`src/hdl/psw_pkg.sv`:
```
// ----------------------------------------------------------------------------
// psw_pkg
// shared types and constants of the power sequencer with watchdog timeouts
// ----------------------------------------------------------------------------
package psw_pkg;

    localparam int TimeW = 32;
    localparam int CfgIdxW = 2;

    localparam logic [TimeW-1:0] IdleTimeoutRst = TimeW'(120000);
    localparam logic [TimeW-1:0] StuckTimeoutRst = TimeW'(300000);
    localparam logic [TimeW-1:0] StartupTimeoutRst = TimeW'(120000);

    typedef enum logic [CfgIdxW-1:0] {
        CFG_IDLE_TIMEOUT = 2'd0,
        CFG_STUCK_TIMEOUT = 2'd1,
        CFG_STARTUP_TIMEOUT = 2'd2
    } psw_cfg_idx_t;

    typedef enum logic [2:0] {
        ST_STARTING = 3'd0,
        ST_RUNNING = 3'd1,
        ST_STOPPING = 3'd2,
        ST_STOPPED = 3'd3,
        ST_SLEEPING = 3'd4,
        ST_ERROR = 3'd5
    } psw_state_t;

    typedef struct packed {
        logic [TimeW-1:0] idle_timeout_ms;
        logic [TimeW-1:0] stuck_timeout_ms;
        logic [TimeW-1:0] startup_timeout_ms;
    } psw_cfg_t;

    typedef struct packed {
        logic [TimeW-1:0] now_ms;
        logic host_running;
        logic host_busy;
        logic motion_level;
        logic motion_rise;
        logic wake;
    } psw_item_t;

    typedef struct packed {
        psw_state_t fsm_state;
        logic [TimeW-1:0] entry_time;
        logic motion_flag;
        logic power_enable;
    } psw_ctx_t;

endpackage

```
`src/hdl/psw_cfg.sv`:
```
// ----------------------------------------------------------------------------
// psw_cfg
// timeout registers written through the plain configuration port
// ----------------------------------------------------------------------------
module psw_cfg (
    input  logic                          clk,
    input  logic                          rst_n,
    input  logic                          cfg_we,
    input  logic [psw_pkg::CfgIdxW-1:0]   cfg_index,
    input  logic [psw_pkg::TimeW-1:0]     cfg_wdata,
    output psw_pkg::psw_cfg_t             cfg
);
    import psw_pkg::*;

    psw_cfg_t cfg_reg;

    always_ff @(posedge clk or negedge rst_n)
    begin
        if (!rst_n)
        begin
            cfg_reg.idle_timeout_ms <= IdleTimeoutRst;
            cfg_reg.stuck_timeout_ms <= StuckTimeoutRst;
            cfg_reg.startup_timeout_ms <= StartupTimeoutRst;
        end
        else if (cfg_we)
        begin
            unique case (cfg_index)
                CFG_IDLE_TIMEOUT:    cfg_reg.idle_timeout_ms <= cfg_wdata;
                CFG_STUCK_TIMEOUT:   cfg_reg.stuck_timeout_ms <= cfg_wdata;
                CFG_STARTUP_TIMEOUT: cfg_reg.startup_timeout_ms <= cfg_wdata;
                default:             ;
            endcase
        end
    end

    assign cfg = cfg_reg;

endmodule

```
`src/hdl/psw_step.sv`:
```
// ----------------------------------------------------------------------------
// psw_step
// one poll tick of the sequencer: timeout checks, motion override, state step
// ----------------------------------------------------------------------------
module psw_step (
    input  psw_pkg::psw_cfg_t   cfg,
    input  psw_pkg::psw_item_t  item,
    input  psw_pkg::psw_ctx_t   ctx,
    output psw_pkg::psw_ctx_t   ctx_next,
    output logic                cycle
);
    import psw_pkg::*;

    psw_state_t       s_idle;
    logic [TimeW-1:0] e_idle;
    psw_state_t       s_stuck;
    logic [TimeW-1:0] e_stuck;
    psw_state_t       s_mot;
    logic             mflag;
    logic             idle_hit;
    logic             stuck_hit;
    logic             startup_hit;

    always_comb
    begin
        ctx_next = ctx;
        cycle = 1'b0;
        mflag = (ctx.motion_flag | item.motion_rise) & item.motion_level;

        idle_hit = (ctx.fsm_state != ST_STOPPED)
            && ((item.now_ms - ctx.entry_time) > cfg.idle_timeout_ms) && !item.host_busy;
        s_idle = idle_hit ? ST_STOPPING : ctx.fsm_state;
        e_idle = idle_hit ? item.now_ms : ctx.entry_time;

        stuck_hit = (item.now_ms - e_idle) > cfg.stuck_timeout_ms;
        s_stuck = stuck_hit ? ST_ERROR : s_idle;
        e_stuck = stuck_hit ? item.now_ms : e_idle;

        s_mot = (mflag && s_stuck != ST_STARTING) ? ST_RUNNING : s_stuck;
        startup_hit = (item.now_ms - e_stuck) > cfg.startup_timeout_ms;

        if (!(ctx.fsm_state == ST_SLEEPING && !item.wake))
        begin
            ctx_next.motion_flag = mflag;
            ctx_next.fsm_state = s_mot;
            ctx_next.entry_time = e_stuck;
            unique case (s_mot)
                ST_STARTING:
                begin
                    if (item.host_running)
                    begin
                        ctx_next.fsm_state = ST_RUNNING;
                        ctx_next.entry_time = item.now_ms;
                    end
                    else if (startup_hit)
                    begin
                        ctx_next.fsm_state = ST_ERROR;
                        ctx_next.entry_time = item.now_ms;
                    end
                end
                ST_RUNNING:
                begin
                    if (!item.host_running)
                    begin
                        ctx_next.fsm_state = ST_STOPPING;
                        ctx_next.entry_time = item.now_ms;
                    end
                end
                ST_STOPPING:
                begin
                    ctx_next.fsm_state = ST_STOPPED;
                    ctx_next.entry_time = item.now_ms;
                end
                ST_STOPPED:
                begin
                    ctx_next.fsm_state = ST_SLEEPING;
                    ctx_next.entry_time = item.now_ms;
                    ctx_next.power_enable = 1'b0;
                end
                ST_SLEEPING:
                begin
                    ctx_next.fsm_state = ST_STARTING;
                    ctx_next.entry_time = item.now_ms;
                    ctx_next.power_enable = 1'b1;
                end
                ST_ERROR:
                begin
                    cycle = !item.host_running;
                    ctx_next.power_enable = 1'b1;
                    ctx_next.entry_time = item.now_ms;
                    ctx_next.fsm_state = ST_STARTING;
                end
                default:
                begin
                    // undefined state code: treat as a dead host
                    cycle = 1'b1;
                    ctx_next.power_enable = 1'b1;
                    ctx_next.fsm_state = ST_STARTING;
                end
            endcase
        end
    end

endmodule

```
`src/hdl/power_sequencer_watchdog_fsm.sv`:
```
// ----------------------------------------------------------------------------
// power_sequencer_watchdog_fsm
// six-state host power sequencer with idle, stuck and startup watchdogs
// ----------------------------------------------------------------------------
// Usage:
//   Input channel (in_valid / in_stall) carries one poll tick per item: the
//   millisecond time and the host, motion and wake flags. The output channel
//   (out_valid / out_stall) returns exactly one result per tick: the state
//   after the tick, the power enable level, a power cycle pulse and the
//   sleep request.
//   The tick is evaluated straight from the input register, and the state
//   and result registers load together from it once the output side
//   advances. Throughput is one item per cycle while out_stall is low; the
//   state update of one tick is ready for the next item in the following
//   cycle.
//   When out_stall holds, the result register keeps its item and the input
//   register can still take one more item before in_stall rises.
//   Reset leaves the sequencer in starting with power on, the motion flag
//   clear, entry time zero and the timeouts at their defaults. The user writes
//   timeouts via cfg_we/cfg_index/cfg_wdata while idle; block does not enforce.
// ----------------------------------------------------------------------------
module power_sequencer_watchdog_fsm (
    input  logic                          clk,
    input  logic                          rst_n,
    input  logic                          cfg_we,
    input  logic [psw_pkg::CfgIdxW-1:0]   cfg_index,
    input  logic [psw_pkg::TimeW-1:0]     cfg_wdata,
    input  logic                          in_valid,
    output logic                          in_stall,
    input  logic [psw_pkg::TimeW-1:0]     now_ms,
    input  logic                          host_running,
    input  logic                          host_busy,
    input  logic                          motion_level,
    input  logic                          motion_rise,
    input  logic                          wake,
    output logic                          out_valid,
    input  logic                          out_stall,
    output logic [2:0]                    fsm_state_out,
    output logic                          power_on,
    output logic                          power_cycle,
    output logic                          sleep_request
);
    import psw_pkg::*;

    psw_cfg_t  cfg;
    psw_item_t item_reg;
    logic      in_valid_reg;
    psw_ctx_t  ctx_reg;
    psw_ctx_t  ctx_next;
    logic      cycle_next;
    logic      out_valid_reg;
    logic [2:0] state_out_reg;
    logic      power_on_reg;
    logic      power_cycle_reg;
    logic      sleep_request_reg;
    logic      advance;

    psw_cfg u_cfg (
        .clk       (clk),
        .rst_n     (rst_n),
        .cfg_we    (cfg_we),
        .cfg_index (cfg_index),
        .cfg_wdata (cfg_wdata),
        .cfg       (cfg)
    );

    psw_step u_step (
        .cfg      (cfg),
        .item     (item_reg),
        .ctx      (ctx_reg),
        .ctx_next (ctx_next),
        .cycle    (cycle_next)
    );

    assign advance = !out_valid_reg || !out_stall;
    assign in_stall = in_valid_reg && !advance;

    always_ff @(posedge clk or negedge rst_n)
    begin
        if (!rst_n)
        begin
            in_valid_reg <= 1'b0;
        end
        else if (!in_stall)
        begin
            in_valid_reg <= in_valid;
        end
    end

    always_ff @(posedge clk)
    begin
        if (in_valid && !in_stall)
        begin
            item_reg.now_ms <= now_ms;
            item_reg.host_running <= host_running;
            item_reg.host_busy <= host_busy;
            item_reg.motion_level <= motion_level;
            item_reg.motion_rise <= motion_rise;
            item_reg.wake <= wake;
        end
    end

    always_ff @(posedge clk or negedge rst_n)
    begin
        if (!rst_n)
        begin
            ctx_reg.fsm_state <= ST_STARTING;
            ctx_reg.entry_time <= '0;
            ctx_reg.motion_flag <= 1'b0;
            ctx_reg.power_enable <= 1'b1;
            out_valid_reg <= 1'b0;
        end
        else if (advance)
        begin
            out_valid_reg <= in_valid_reg;
            if (in_valid_reg)
            begin
                ctx_reg <= ctx_next;
            end
        end
    end

    always_ff @(posedge clk)
    begin
        if (advance && in_valid_reg)
        begin
            state_out_reg <= ctx_next.fsm_state;
            power_on_reg <= ctx_next.power_enable;
            power_cycle_reg <= cycle_next;
            sleep_request_reg <= (ctx_next.fsm_state == ST_SLEEPING);
        end
    end

    assign out_valid = out_valid_reg;
    assign fsm_state_out = state_out_reg;
    assign power_on = power_on_reg;
    assign power_cycle = power_cycle_reg;
    assign sleep_request = sleep_request_reg;

endmodule

```
`config.mk`:
```
export PLATFORM = sky130hd
export DESIGN_NAME = power_sequencer_watchdog_fsm
export DESIGN_NICKNAME = d
export VERILOG_FILES = /design/src/hdl/psw_pkg.sv /design/src/hdl/psw_cfg.sv /design/src/hdl/psw_step.sv /design/src/hdl/power_sequencer_watchdog_fsm.sv
export SDC_FILE = /design/constraint.sdc
export NUM_CORES = 1
export LEC_CHECK = 0
export ABC_AREA = 1
export BUFFER_PORTS_ARGS = -buffer_cell sky130_fd_sc_hd__clkbuf_2
export CORE_UTILIZATION = 35
export DETAILED_ROUTE_END_ITERATION = 10
export PLACE_DENSITY_LB_ADDON = 0.1
export SETUP_SLACK_MARGIN = 0.2
export SYNTH_ARGS = -nofsm -noshare
export SYNTH_HDL_FRONTEND = slang
export SYNTH_HIERARCHICAL = 1
export SYNTH_SLANG_ARGS = --single-unit
```
`constraint.sdc`:
```
create_clock -name clk -period 33.2 [get_ports clk]
set_input_delay 1.66 -clock clk [delete_from_list [all_inputs] [get_ports clk]]
set_output_delay 1.66 -clock clk [all_outputs]
set_load 0.005 [all_outputs]
```
# Word-level counts from Yosys, hierarchy flattened
# Cells that the tools add are included.
dict set report op_classes {
  add_sub_neg 3
  order_cmp 3
  eq_ne 10
  n_mux 13
  n_bitwise 3
  reduce_logical 26
}
# cell n
set ops {}
lappend ops {{two-way mux 35 bit} 3}
lappend ops {{greater-than comparator 32 bit} 3}
lappend ops {{case mux 32 bit (3 select lines)} 1}
lappend ops {{subtractor 32 bit} 3}
lappend ops {{two-way mux 32 bit} 2}
lappend ops {{two-way mux 37 bit} 1}
lappend ops {{== test 3 bit (second input constant)} 4}
lappend ops {{case mux 3 bit (4 select lines)} 1}
lappend ops {{two-way mux 3 bit} 3}
lappend ops {{AND reduction 2 bit} 4}
lappend ops {{logical AND 1 bit} 7}
lappend ops {{logical NOT 1 bit} 7}
lappend ops {{== test 3 x 2 -> 1 bit (second input constant)} 2}
lappend ops {{OR reduction 5 bit} 1}
lappend ops {{case mux 1 bit (2 select lines)} 2}
lappend ops {{OR reduction 4 bit} 1}
lappend ops {{== test 3 x 1 -> 1 bit (second input constant)} 1}
lappend ops {{logical NOT 3 bit} 1}
lappend ops {{!= test 3 x 2 -> 1 bit (second input constant)} 1}
lappend ops {{AND reduction 3 bit} 1}
lappend ops {{nonzero test 3 bit} 1}
lappend ops {{OR reduction 3 bit} 1}
lappend ops {{== test 2 x 1 -> 1 bit (second input constant)} 1}
lappend ops {{== test 2 bit (second input constant)} 1}
lappend ops {{5 further kinds} 5}
dict set report totals {
  reg_bits 178
  inputBits 76
  out_inout_bits 8
  wordCells 77
}

# Longest topological paths before layout
# Gate-level depths: netlist of the first run.
dict set report logic_depth {
  word_depth 16
  mapped_depth 95
}

# Cells and area by module
# The synthesis of the first run kept the hierarchy.
# mod instances cells_each area_each_um2 seq_area_each_um2
set by_module_without_submodules {}
lappend by_module_without_submodules {psw_step 1 1949 10538.9 0.0}
lappend by_module_without_submodules {psw_cfg 1 427 4030.1 2429.8}
lappend by_module_without_submodules {power_sequencer_watchdog_fsm 1 216 2862.7 2268.4}

# Worst setup path before layout of the first run
# Ideal clock, no wire load.
dict set report synth_path {
  path_kind {register to register}
  from {register item_reg[5] (netlist name)}
  to {register ctx_reg[4] (netlist name)}
  arrival_ns 11.032
  required_ns 33.083
  path_slack_ns 22.051
  stages_incl_launch_ff 84
  period_less_slack_ns 11.149
  path_cell_list {edfxtp_1 -> inv_1 -> ha_1 -> inv_1 -> fa_1 -> nand3_1 -> nand2_1 -> nand4_1 -> nand3_1 -> nand3_1 -> nand2_1 -> a41oi_1 -> o21ai_0 -> xor2_1 -> ha_1 -> nand2_1 -> nor2_1 -> and2_1 -> (+48 left out) -> nand2_1 -> nor2_1 -> nand4_1 -> o21ba_2 -> nor2_1 -> nand2_1 -> nand2_1 -> inv_1 -> clkbuf_1 -> nand2_1 -> nand2_1 -> nand2_1 -> nand3_1 -> nand4_1 -> nand2_1 -> nand2_1 -> nand3_1 -> nand2_1}
}
dict set report synth_via {
  elab_chain_len 14
}
# item line
set synth_lines {}
lappend synth_lines {{from (decl)} power_sequencer_watchdog_fsm.sv:46} ;# psw_item_t item_reg;
lappend synth_lines {{branches (longest 13 deep; another with subtractor 32 bit)} -}
lappend synth_lines {{case mux 32 bit (3 select lines) *} psw_step.sv:47} ;# unique case (s_mot)
lappend synth_lines {{to (signal assigned)} power_sequencer_watchdog_fsm.sv:118} ;# ctx_reg <= ctx_next;
lappend synth_lines {{to (decl)} power_sequencer_watchdog_fsm.sv:48} ;# psw_ctx_t ctx_reg;
# Mark *: on every way between the ends.
# A chain may end at the register's enable or synchronous reset.

# Worst setup path after layout of the first run
dict set report layout_path {
  from {register item_reg[5] (netlist name)}
  to {register ctx_reg[29] (netlist name)}
}
# Same word-level chain as after synthesis.

==> summary by stage, run 1 <==
Run status
The flow ran to the end, and the final reports show no timing, DRC or antenna violations.

Global routing
The total overflow left after global routing is 0. The pin count of the biggest net entering global routing is 88. In the global route stage, met2 resource usage came out at 44.2%. After global routing, the most crowded layer is met2. The global-route met1 utilization is 33.1%. The global-route total usage across every layer is 25.8%. The initial antenna violation count came to 0.

The number of global-route vias before repair came to 16900. The first global-routing pass estimated 99100 microns of wire. The global routing usage on met3 is 3.39%.

Clock network
TritonCTS created 17 clock buffers. The clock edge transition at the registers on the reported setup and hold paths is 70 ps. TritonCTS built the clock tree. The number of hold-repair buffers added at the cts stage is 0.

The H-tree depth is 4. For this design, the sink count on the clock tree is 178. The maximum root-to-sink buffer count is 2. The buffer count from post-CTS setup fixing is 0. The post-cts repair resize count is 0. The clock latency on the worst-skew pair is 500 ps. The tree is rooted in a clkbuf_16.

Logic synthesis
The cell area that synthesis handed to floorplanning was 0.0174 sq mm. By count the netlist is led by 896 x nand2_1, 294 x inv_1, 220 x nand3_1. Ranked by total cell area, the synthesized netlist is headed by nand2_1 19%, dfrtp_1 16%, ha_1 14%. Yosys mapped a number of flops with a built-in enable equal to 43. The distinct cell type count after synthesis is 50.

The synthesis warning total is 6. After synthesis the netlist holds a flip-flop and latch count of 178. Counting every instance in the synthesized netlist gives 2592.

Counting every net in the synthesized netlist gives 2860. Summed over all instances, the cell type with the most area after synthesis is nand2_1. In this run the mean area of a mapped cell was 6.73 sq um. The most common cell in the synthesized netlist is nand2_1.

The share of the yosys chip area belonging to registers is 27.0%. The leading register cell type out of synthesis is dfrtp_1. The share of the synthesized area in the top cell type is 19.3%.

The share of async-settable or async-resettable flops after synthesis is 75.8%.

Job
The number of maximum-capacitance constraint violations is 0.

Worst setup path
In this run the worst path has a maximum fanout of 70. The worst stage delay on the critical path is 620 ps. The most frequent cell on the critical path is nand2_1. The worst setup path is launched from a flop. Data arrives at the worst endpoint at 15660 ps. STA puts the critical path data required time at 33580 ps. STA classifies the critical path endpoint as a flop. The critical path class is flop to flop.

The number of cells on the worst reg-to-reg path is 79. The critical path's slowest cell is buf_4.

Routing
The post-route antenna net violation count is 0. The first routing iteration left 1275 violations. The final routed DRC violation total is 0. Using the TritonRoute via totals, the vias-per-cell ratio works out to 5.32. The routed design has 63000 microns of wire. The first-pass iteration count of the detailed router is 7. After detailed routing, the average wire length per cell comes to 19.2 microns.

The number of vias in the routed layout is 17400.

Floorplan
From bottom edge to top edge, the die measures 225 microns. The area of the die is 0.0507 sq mm. The number of I/O pins is 84. After floorplanning, the core was sized to cover 0.0491 sq mm. In this run the core area contains 81 standard-cell rows. Once the floorplan was initialized, standard cells occupied 35.5% of the core. The floorplan die width is 225 microns.

Timing
Setup repair after global routing left no endpoint under its margin. The total negative setup slack is 0 ps. Timing would allow up to 65.4 MHz. The clock arrives with 13.6 ps of skew. Headroom to the max-slew limit came out at 29.3%. For the pin with the worst max-slew slack, the measured transition is 1060 ps. Final hold analysis gives a worst-case slack of 463 ps. The final period demand of the worst path is 15280 ps. The final clock period utilization by the worst path is 46.0%.

Setup slack closes at 17920 ps. The count of final max-slew check failures is 0. The hold violation total from the final report is 0. The final setup violation count is 0.

Placement
The post-placement cell area is 0.0182 sq mm. Detailed placement finished with a half-perimeter wire length of 47000 microns. OpenSTA, run right after detailed placement, puts the worst setup slack at 18120 ps. The global placement routability congestion is 0.926. During placement, the flow inserted port buffers numbering 83.

Finish
0 antenna diodes ended up in the layout. The net count of the finished layout is 2866. After routing the design area is 0.0188 sq mm. The flip-flop count of the largest register after layout is 96. Of the cells placed in the final design, the portion with a size suffix greater than 1 is 6.74%. The layout overhead on the synthesized area is 7.87%.

Min path
The number of cells traversed by the worst hold path is 2. The path class of the tightest hold or removal check is flop to flop.
## placed cells by master (no fill, tap or decap), drive strengths merged, types with 8 or more instances in the layout
cell type    n
ha         189
nand3      223
o21a        12
o21ai       92
nor4         8
edfxtp      43
clkbuf     102
inv        299
nor3        12
dfrtp      112
buf         20
xor2        58
a21oi      175
clkinv      10
nand2      900
nand4      144
a31oi       11
dfstp       23
nor2       103
xnor2       31
## worst max-delay path, delay by kind of cell, from the launching register on
family	cells	cell delay [ps]
and+or+nand+nor	46	5750
AOI/OAI and AO/OA	15	3390
buffers and inverters	8	2730
adders and majority gates	8	2400
DFF	1	440
xor gates and xnor gates	2	330
## logic make-up after synthesis
group,after synthesis,share of synthesized area (%)
flops,178,27.0
buf+inv,413,10.1
fa+ha+maj,192,13.9
simple gates,1393,34.3
xor+xnor,89,4.47
compound gates,327,10.3
## metal layers
| metal | wire, microns | part of all wire [%] |
|---|---|---|
| met5 | 0 | 0 |
| met4 | 1650 | 2.6 |
| met3 | 2610 | 4.1 |
| met2 | 30500 | 48 |
| met1 | 28300 | 45 |
## stage by stage
stage          util [%]  instances
2_1_floorplan         -       2592
3_3_place_gp       37.1       3243
3_5_place_dp       37.1       3243
4_1_cts            38.3       3275
5_1_grt            38.3       3275
6_report           38.3       3275
## final timing paths
check                         startpoint            end  slack (ps)
setup reg to reg             item_reg[5]    ctx_reg[29]       17920
min in group asynchronous          rst_n  u_cfg/cfg[89]        1110
setup / recovery             item_reg[5]    ctx_reg[29]       17920
max in group asynchronous          rst_n  u_cfg/cfg[66]       30610
hold / removal             u_cfg/cfg[79]  u_cfg/cfg[79]         460
hold reg to reg            u_cfg/cfg[79]  u_cfg/cfg[79]         460
## cell type report
class | instances | area, sq um
well taps | 664 | 831
flip-flops and latches | 178 | 4700
clock buffers | 21 | 514
multi-input cells | 2001 | 11000
inverters | 299 | 1120
repair buffers | 101 | 557
clock inverters | 11 | 87.6
fillers | 5315 | 30200
Power of run 1 is not shown: default switching activity piles up to over one toggle a cycle in this logic, so the estimate is an artifact.
==> run 2, diff against run 1 <==
clock period = 15.6 ns   (was 33.2 ns; I/O delays follow)
==> summary by stage, run 2 (synthesis results as in run 1) <==
Min path
The worst hold path belongs to the class input port to async pin.

Worst setup path
By startpoint and endpoint, the worst setup path is classified as flop to flop. Among all stages on the critical path, the largest delay is contributed by nor4_1. The worst setup path is captured at a flop.

Counting stages on the worst path, the most repeated cell is nand2_1. The maximum fanout encountered on the critical timing path is 64 (-8.6%). The setup slack of the worst register-to-register path is 1370 ps (-16540 ps).

The required time of the critical path is 15970 ps (-17610 ps). The critical path data arrival time is 14600 ps (-1060 ps). The worst stage delay on the critical path is 620 ps (about the same). The nature of the critical path startpoint is a flop.

Global routing
The initial antenna violation count is 0 (unchanged). The leftover overflow at the end of global routing came to 0 (unchanged). The first-pass GRT wire length is 96600 microns (-2.6%). The number of global-route vias before repair is 16600 (-2.3%). The pin count of the biggest net entering global routing was 88 (unchanged). The global-route total usage across every layer is 25.1% (-0.69 points).

Routing
The final wirelength is 61700 microns (-2.2%). The post-route antenna net violation count came to 0 (unchanged). The wire length per cell after detailed routing is 18.8 microns (-2.2%). The final routed DRC violation total is 0 (unchanged). The detailed-route vias per instance was 5.24 (-1.4%). The number of vias in the routed layout came to 17200 (-1.4%). The first-pass iteration count of the detailed router is 6 (-1).

The iteration-0 DRC count of the detailed router is 1263 (-0.94%).

Job
The number of maximum-capacitance constraint violations came to 0 (unchanged).

Clock network
The number of buffers inserted during clock tree synthesis is 17 (unchanged). The clock edge transition at the registers on the reported setup and hold paths is 80 ps (about the same). The buffer count from post-CTS setup fixing is 0 (unchanged).

The clock latency on the worst-skew pair is 500 ps (about the same). The CTS sink count came to 178 (unchanged). The maximum root-to-sink buffer count is 2 (unchanged).

The tree is rooted in a clkbuf_16. The H-tree depth is 4 (unchanged). The TritonCTS clock tree is yes.

Timing
The hold violation total from the final report was 0 (unchanged). The count of final max-slew check failures came to 0 (unchanged). The final setup violation count is 0 (unchanged). The final worst clock skew came to 16.4 ps (+2.71 ps).

Setup repair after global routing left no endpoint under its margin. The final clock period utilization by the worst path was 91.2% (+45 points). The upper clock frequency limit is 70.3 MHz (+7.4%). The slew at the pin with the worst max-slew slack is 1040 ps (-15.9 ps). The final period demand of the worst path is 14230 ps (-1060 ps).

The worst max-slew margin expressed relative to the limit is 30.4% (+1.2 points). The total negative setup slack came to 0 ps (unchanged).

Placement
The quantity of I/O buffers inserted on ports came to 83 (unchanged). The sum of net half-perimeters after detailed placement was 45200 microns (-3.8%). The global placement routability congestion is 0.901 (-2.8%).

Finish
The most common cell after layout, fill and taps aside is nand2_1. The number of nets in the final layout is 2867 (+0.035%). The final antenna diode count is 0 (unchanged).

The layout overhead on the synthesized area is 7.84% (about the same). The ratio of cells with drive above 1 in the final layout is 6.81% (+0.074 points). The flip-flop count of the largest register after layout is 96 (unchanged).

The library cells used most frequently in the layout, excluding fill and tap cells, are 893 x nand2_1, 293 x inv_1, 220 x nand3_1, 189 x ha_1, 175 x a21oi_1.

Floorplan
The floorplan die width is 225 microns (unchanged). The number of I/O pins is 84 (unchanged). The height of the die came to 225 microns (unchanged).

The area of the die was 0.0507 sq mm (unchanged). The core region area is 0.0491 sq mm (unchanged). The effective utilization at floorplan was 35.5% (unchanged). The number of placement rows is 81 (unchanged).

Run status
The run finished with clean final reports.
[run 2: worst max-delay path: cells and delay by family (launching register included)]
family / cells / cell delay, ps
adder cells (fa/ha/maj): 6 / 2020
XOR/XNOR: 3 / 580
flip-flops: 1 / 560
AND/OR/NAND/NOR: 42 / 6270
AO/OA/AOI/OAI: 14 / 2840
buffers and inverters: 7 / 1670
[run 2: through the flow]
stage / cell area, sq um / instances / util (%) / hold slack [ps] / setup WS, ps
after floorplan: 17400 / 2592 / - / 440 / 4450
after global placement: 18200 / 3244 / 37.1 / 451 / 1500
after detailed placement: 18200 / 3244 / 37.1 / 455 / 1360
after CTS: 18800 / 3276 / 38.3 / 325 / 1280
after global routing: 18800 / 3276 / 38.3 / 344 / 252
final: 18800 / 3276 / 38.3 / 298 / 1370
[run 2: path summary, 6_finish.rpt]
| path | from | to | depth (start not counted) |
|---|---|---|---|
| min in group clk | now_ms[14] | item_reg[19] | 1 |
| max in group asynchronous | rst_n | u_cfg/cfg[31] | 2 |
| hold reg to reg | u_cfg/cfg[74] | u_cfg/cfg[74] | 2 |
| setup reg to reg | item_reg[19] | ctx_reg[32] | 72 |
| hold / removal | rst_n | u_cfg/cfg[87] | 1 |
| setup / recovery | item_reg[19] | ctx_reg[32] | 72 |
[run 2: final cells by class]
class                           count  area (sq um)
Multi-Input combinational cell   2001         11000
Sequential cell                   178          4700
Clock inverter                     13           124
Clock buffer                       19           443
Tap cell                          664           831
Timing Repair Buffer              102           568
Fill cell                        5352         30300
Inverter                          299          1120
[run 2: metal layers]
layer	vias to the layer above	GRT usage [%]	share of wire, %	routed length, microns
met1	8076	32.5	45	27600
met5	-	0	0	0
met4	0	7.55	2.2	1390
met2	440	43.0	49	30100
met3	72	3.39	4.2	2580
li1	8592	-	-	-
[run 2: timing repair]
| action | 4_1_cts | 5_1_grt |
|---|---|---|
| gates resized for setup | 0 | 5 |
| setup endpoints to repair | 0 | 36 |
| hold buffers | 0 | 0 |
Power of run 2 is left out for the same reason.
==> run 3, diff against run 2 <==
PLACE_DENSITY_LB_ADDON = 0.12   (was 0.1)
==> summary by stage, run 3 (synthesis results as in run 1) <==
Finish
The final standard cell area without fillers is 0.0188 sq mm (about the same). The top cell types in the final layout, fill and taps aside, are 893 x nand2_1, 293 x inv_1, 220 x nand3_1, 189 x ha_1, 175 x a21oi_1. The final antenna diode count is 0 (unchanged).

The ratio of cells with drive above 1 in the final layout is 6.82% (+0.0078 points). The layout overhead on the synthesized area is 7.92% (about the same). The most common cell after layout, fill and taps aside is nand2_1. The number of nets in the final layout came to 2864 (-0.10%).

The flip-flop count of the largest register after layout is 96 (unchanged).

Placement
The global placement routability congestion is 0.923 (+2.5%). The sum of net half-perimeters after detailed placement is 44600 microns (-1.4%). The quantity of I/O buffers inserted on ports came to 83 (unchanged).

The post-placement cell area is 0.0182 sq mm (about the same).

Global routing
The leftover overflow at the end of global routing came to 0 (unchanged). met2 is the most crowded layer. The pin count of the biggest net entering global routing is 88 (unchanged). The global-route met1 utilization is 31.4% (-1.1 points). The global-route total usage across every layer is 24.8% (-0.22 points). The initial antenna violation count is 0 (unchanged). The number of global-route vias before repair came to 16900 (+2.1%).

The global routing usage on met3 is 3.40% (+0.013 points). The first-pass GRT wire length was 95800 microns (-0.82%). The routing usage on met2 came to 43.5% (+0.47 points).

Clock network
The maximum root-to-sink buffer count is 2 (unchanged). The number of hold-repair buffers added at the cts stage is 0 (unchanged). The number of buffers inserted during clock tree synthesis is 17 (unchanged). TritonCTS built the clock tree. The clock edge transition at the registers on the reported setup and hold paths came to 70 ps (about the same). The CTS sink count came to 178 (unchanged). The buffer type at the clock tree root is clkbuf_16. The H-tree depth is 4 (unchanged). The clock latency on the worst-skew pair is 510 ps (about the same).

Worst setup path
Counting stages on the worst path, the most repeated cell is nand2_1. The critical path class is flop to flop. The endpoint type of the worst setup path is a flop. The maximum fanout encountered on the critical timing path is 61 (-4.7%). The required time of the critical path was 15990 ps (+20 ps). The worst stage delay on the critical path is 440 ps (-180 ps). The critical path's slowest cell is fa_1. The nature of the critical path startpoint is a flop. The critical path data arrival time was 14350 ps (-250 ps).

Routing
The number of vias in the routed layout is 17400 (+1.3%). The wire length per cell after detailed routing is 18.7 microns (-0.82%). The iteration-0 DRC count of the detailed router is 1368 (+8.3%).

The post-route antenna net violation count is 0 (unchanged). The final routed DRC violation total is 0 (unchanged). The detailed-route vias per instance was 5.32 (+1.4%). The final wirelength came to 61100 microns (-0.91%). The first-pass iteration count of the detailed router is 6 (unchanged).

Timing
The final setup violation count is 0 (unchanged). The slew at the pin with the worst max-slew slack is 1200 ps (+159 ps). The count of final max-slew check failures was 0 (unchanged). Setup repair after global routing left no endpoint under its margin.

The final worst clock skew was 14.3 ps (-2.06 ps). The worst max-slew margin expressed relative to the limit is 19.7% (-11 points). The total negative setup slack is 0 ps (unchanged). The final clock period utilization by the worst path came to 89.5% (-1.7 points).

The upper clock frequency limit came to 71.6 MHz (+1.9%). The hold violation total from the final report is 0 (unchanged). The final period demand of the worst path is 13960 ps (-269 ps).

Floorplan
The core region area was 0.0491 sq mm (unchanged). The number of placement rows came to 81 (unchanged). The floorplan die width is 225 microns (unchanged). The effective utilization at floorplan is 35.5% (unchanged).

The area of the die is 0.0507 sq mm (unchanged). The number of I/O pins was 84 (unchanged). The height of the die is 225 microns (unchanged).

Job
The number of maximum-capacitance constraint violations is 0 (unchanged).

Min path
The tightest min-delay check is of the input port to async pin type.

Run status
The flow ran to the end, and the final reports show no timing, DRC or antenna violations.
run 3: worst max-delay path, delay by kind of cell (launching register included):
kind	cells	cell delay (ps)
AO/OA/AOI/OAI	13	2750
XOR/XNOR	2	360
adder cells (fa/ha/maj)	8	2560
buffers and inverters	9	1650
flip-flops	1	430
AND/OR/NAND/NOR	53	6030
run 3: per-stage QoR:
stage	setup slack [ps]	hold slack [ps]	util, %	std cells
after CTS	1310	267	38.3	3273
after detailed placement	1350	454	37.1	3241
final	1640	248	38.4	3273
after floorplan	4450	440	-	2592
after global placement	1520	453	37.1	3241
after global routing	227	296	38.4	3273
run 3: final cells by class:
class                      count  area [sq um]
sequential                   178          4700
clock inverter                13           141
clock buffer                  19           443
inverter                     299          1120
timing repair buffer          99           552
tap                          664           831
fill                        5384         30200
multi-input combinational   2001         11000
run 3: worst paths after layout:
path	end	depth (start not counted)	slack, ps	start
worst max register to register	ctx_reg[24]	85	1640	item_reg[5]
worst min-delay path	u_cfg/cfg[87]	1	250	rst_n
worst min register to register	u_cfg/cfg[14]	2	460	u_cfg/cfg[14]
max in group asynchronous	u_cfg/cfg[81]	2	13860	rst_n
min in group clk	item_reg[24]	1	450	now_ms[19]
worst max-delay path	ctx_reg[24]	85	1640	item_reg[5]
run 3: per-layer routing:
| metal | vias to the layer above | routed length, microns |
|---|---|---|
| met1 | 8296 | 27300 |
| met2 | 449 | 30100 |
| met5 | - | 0 |
| li1 | 8589 | - |
| met3 | 70 | 2320 |
| met4 | 0 | 1410 |
run 3: timing repair:
| action | CTS | global route |
|---|---|---|
| endpoints found under the hold margin | 0 | 0 |
| buffers inserted | 0 | 0 |
| resized for setup | 0 | 9 |
| setup endpoints to repair | 0 | 37 |
Power of run 3 is left out for the same reason.
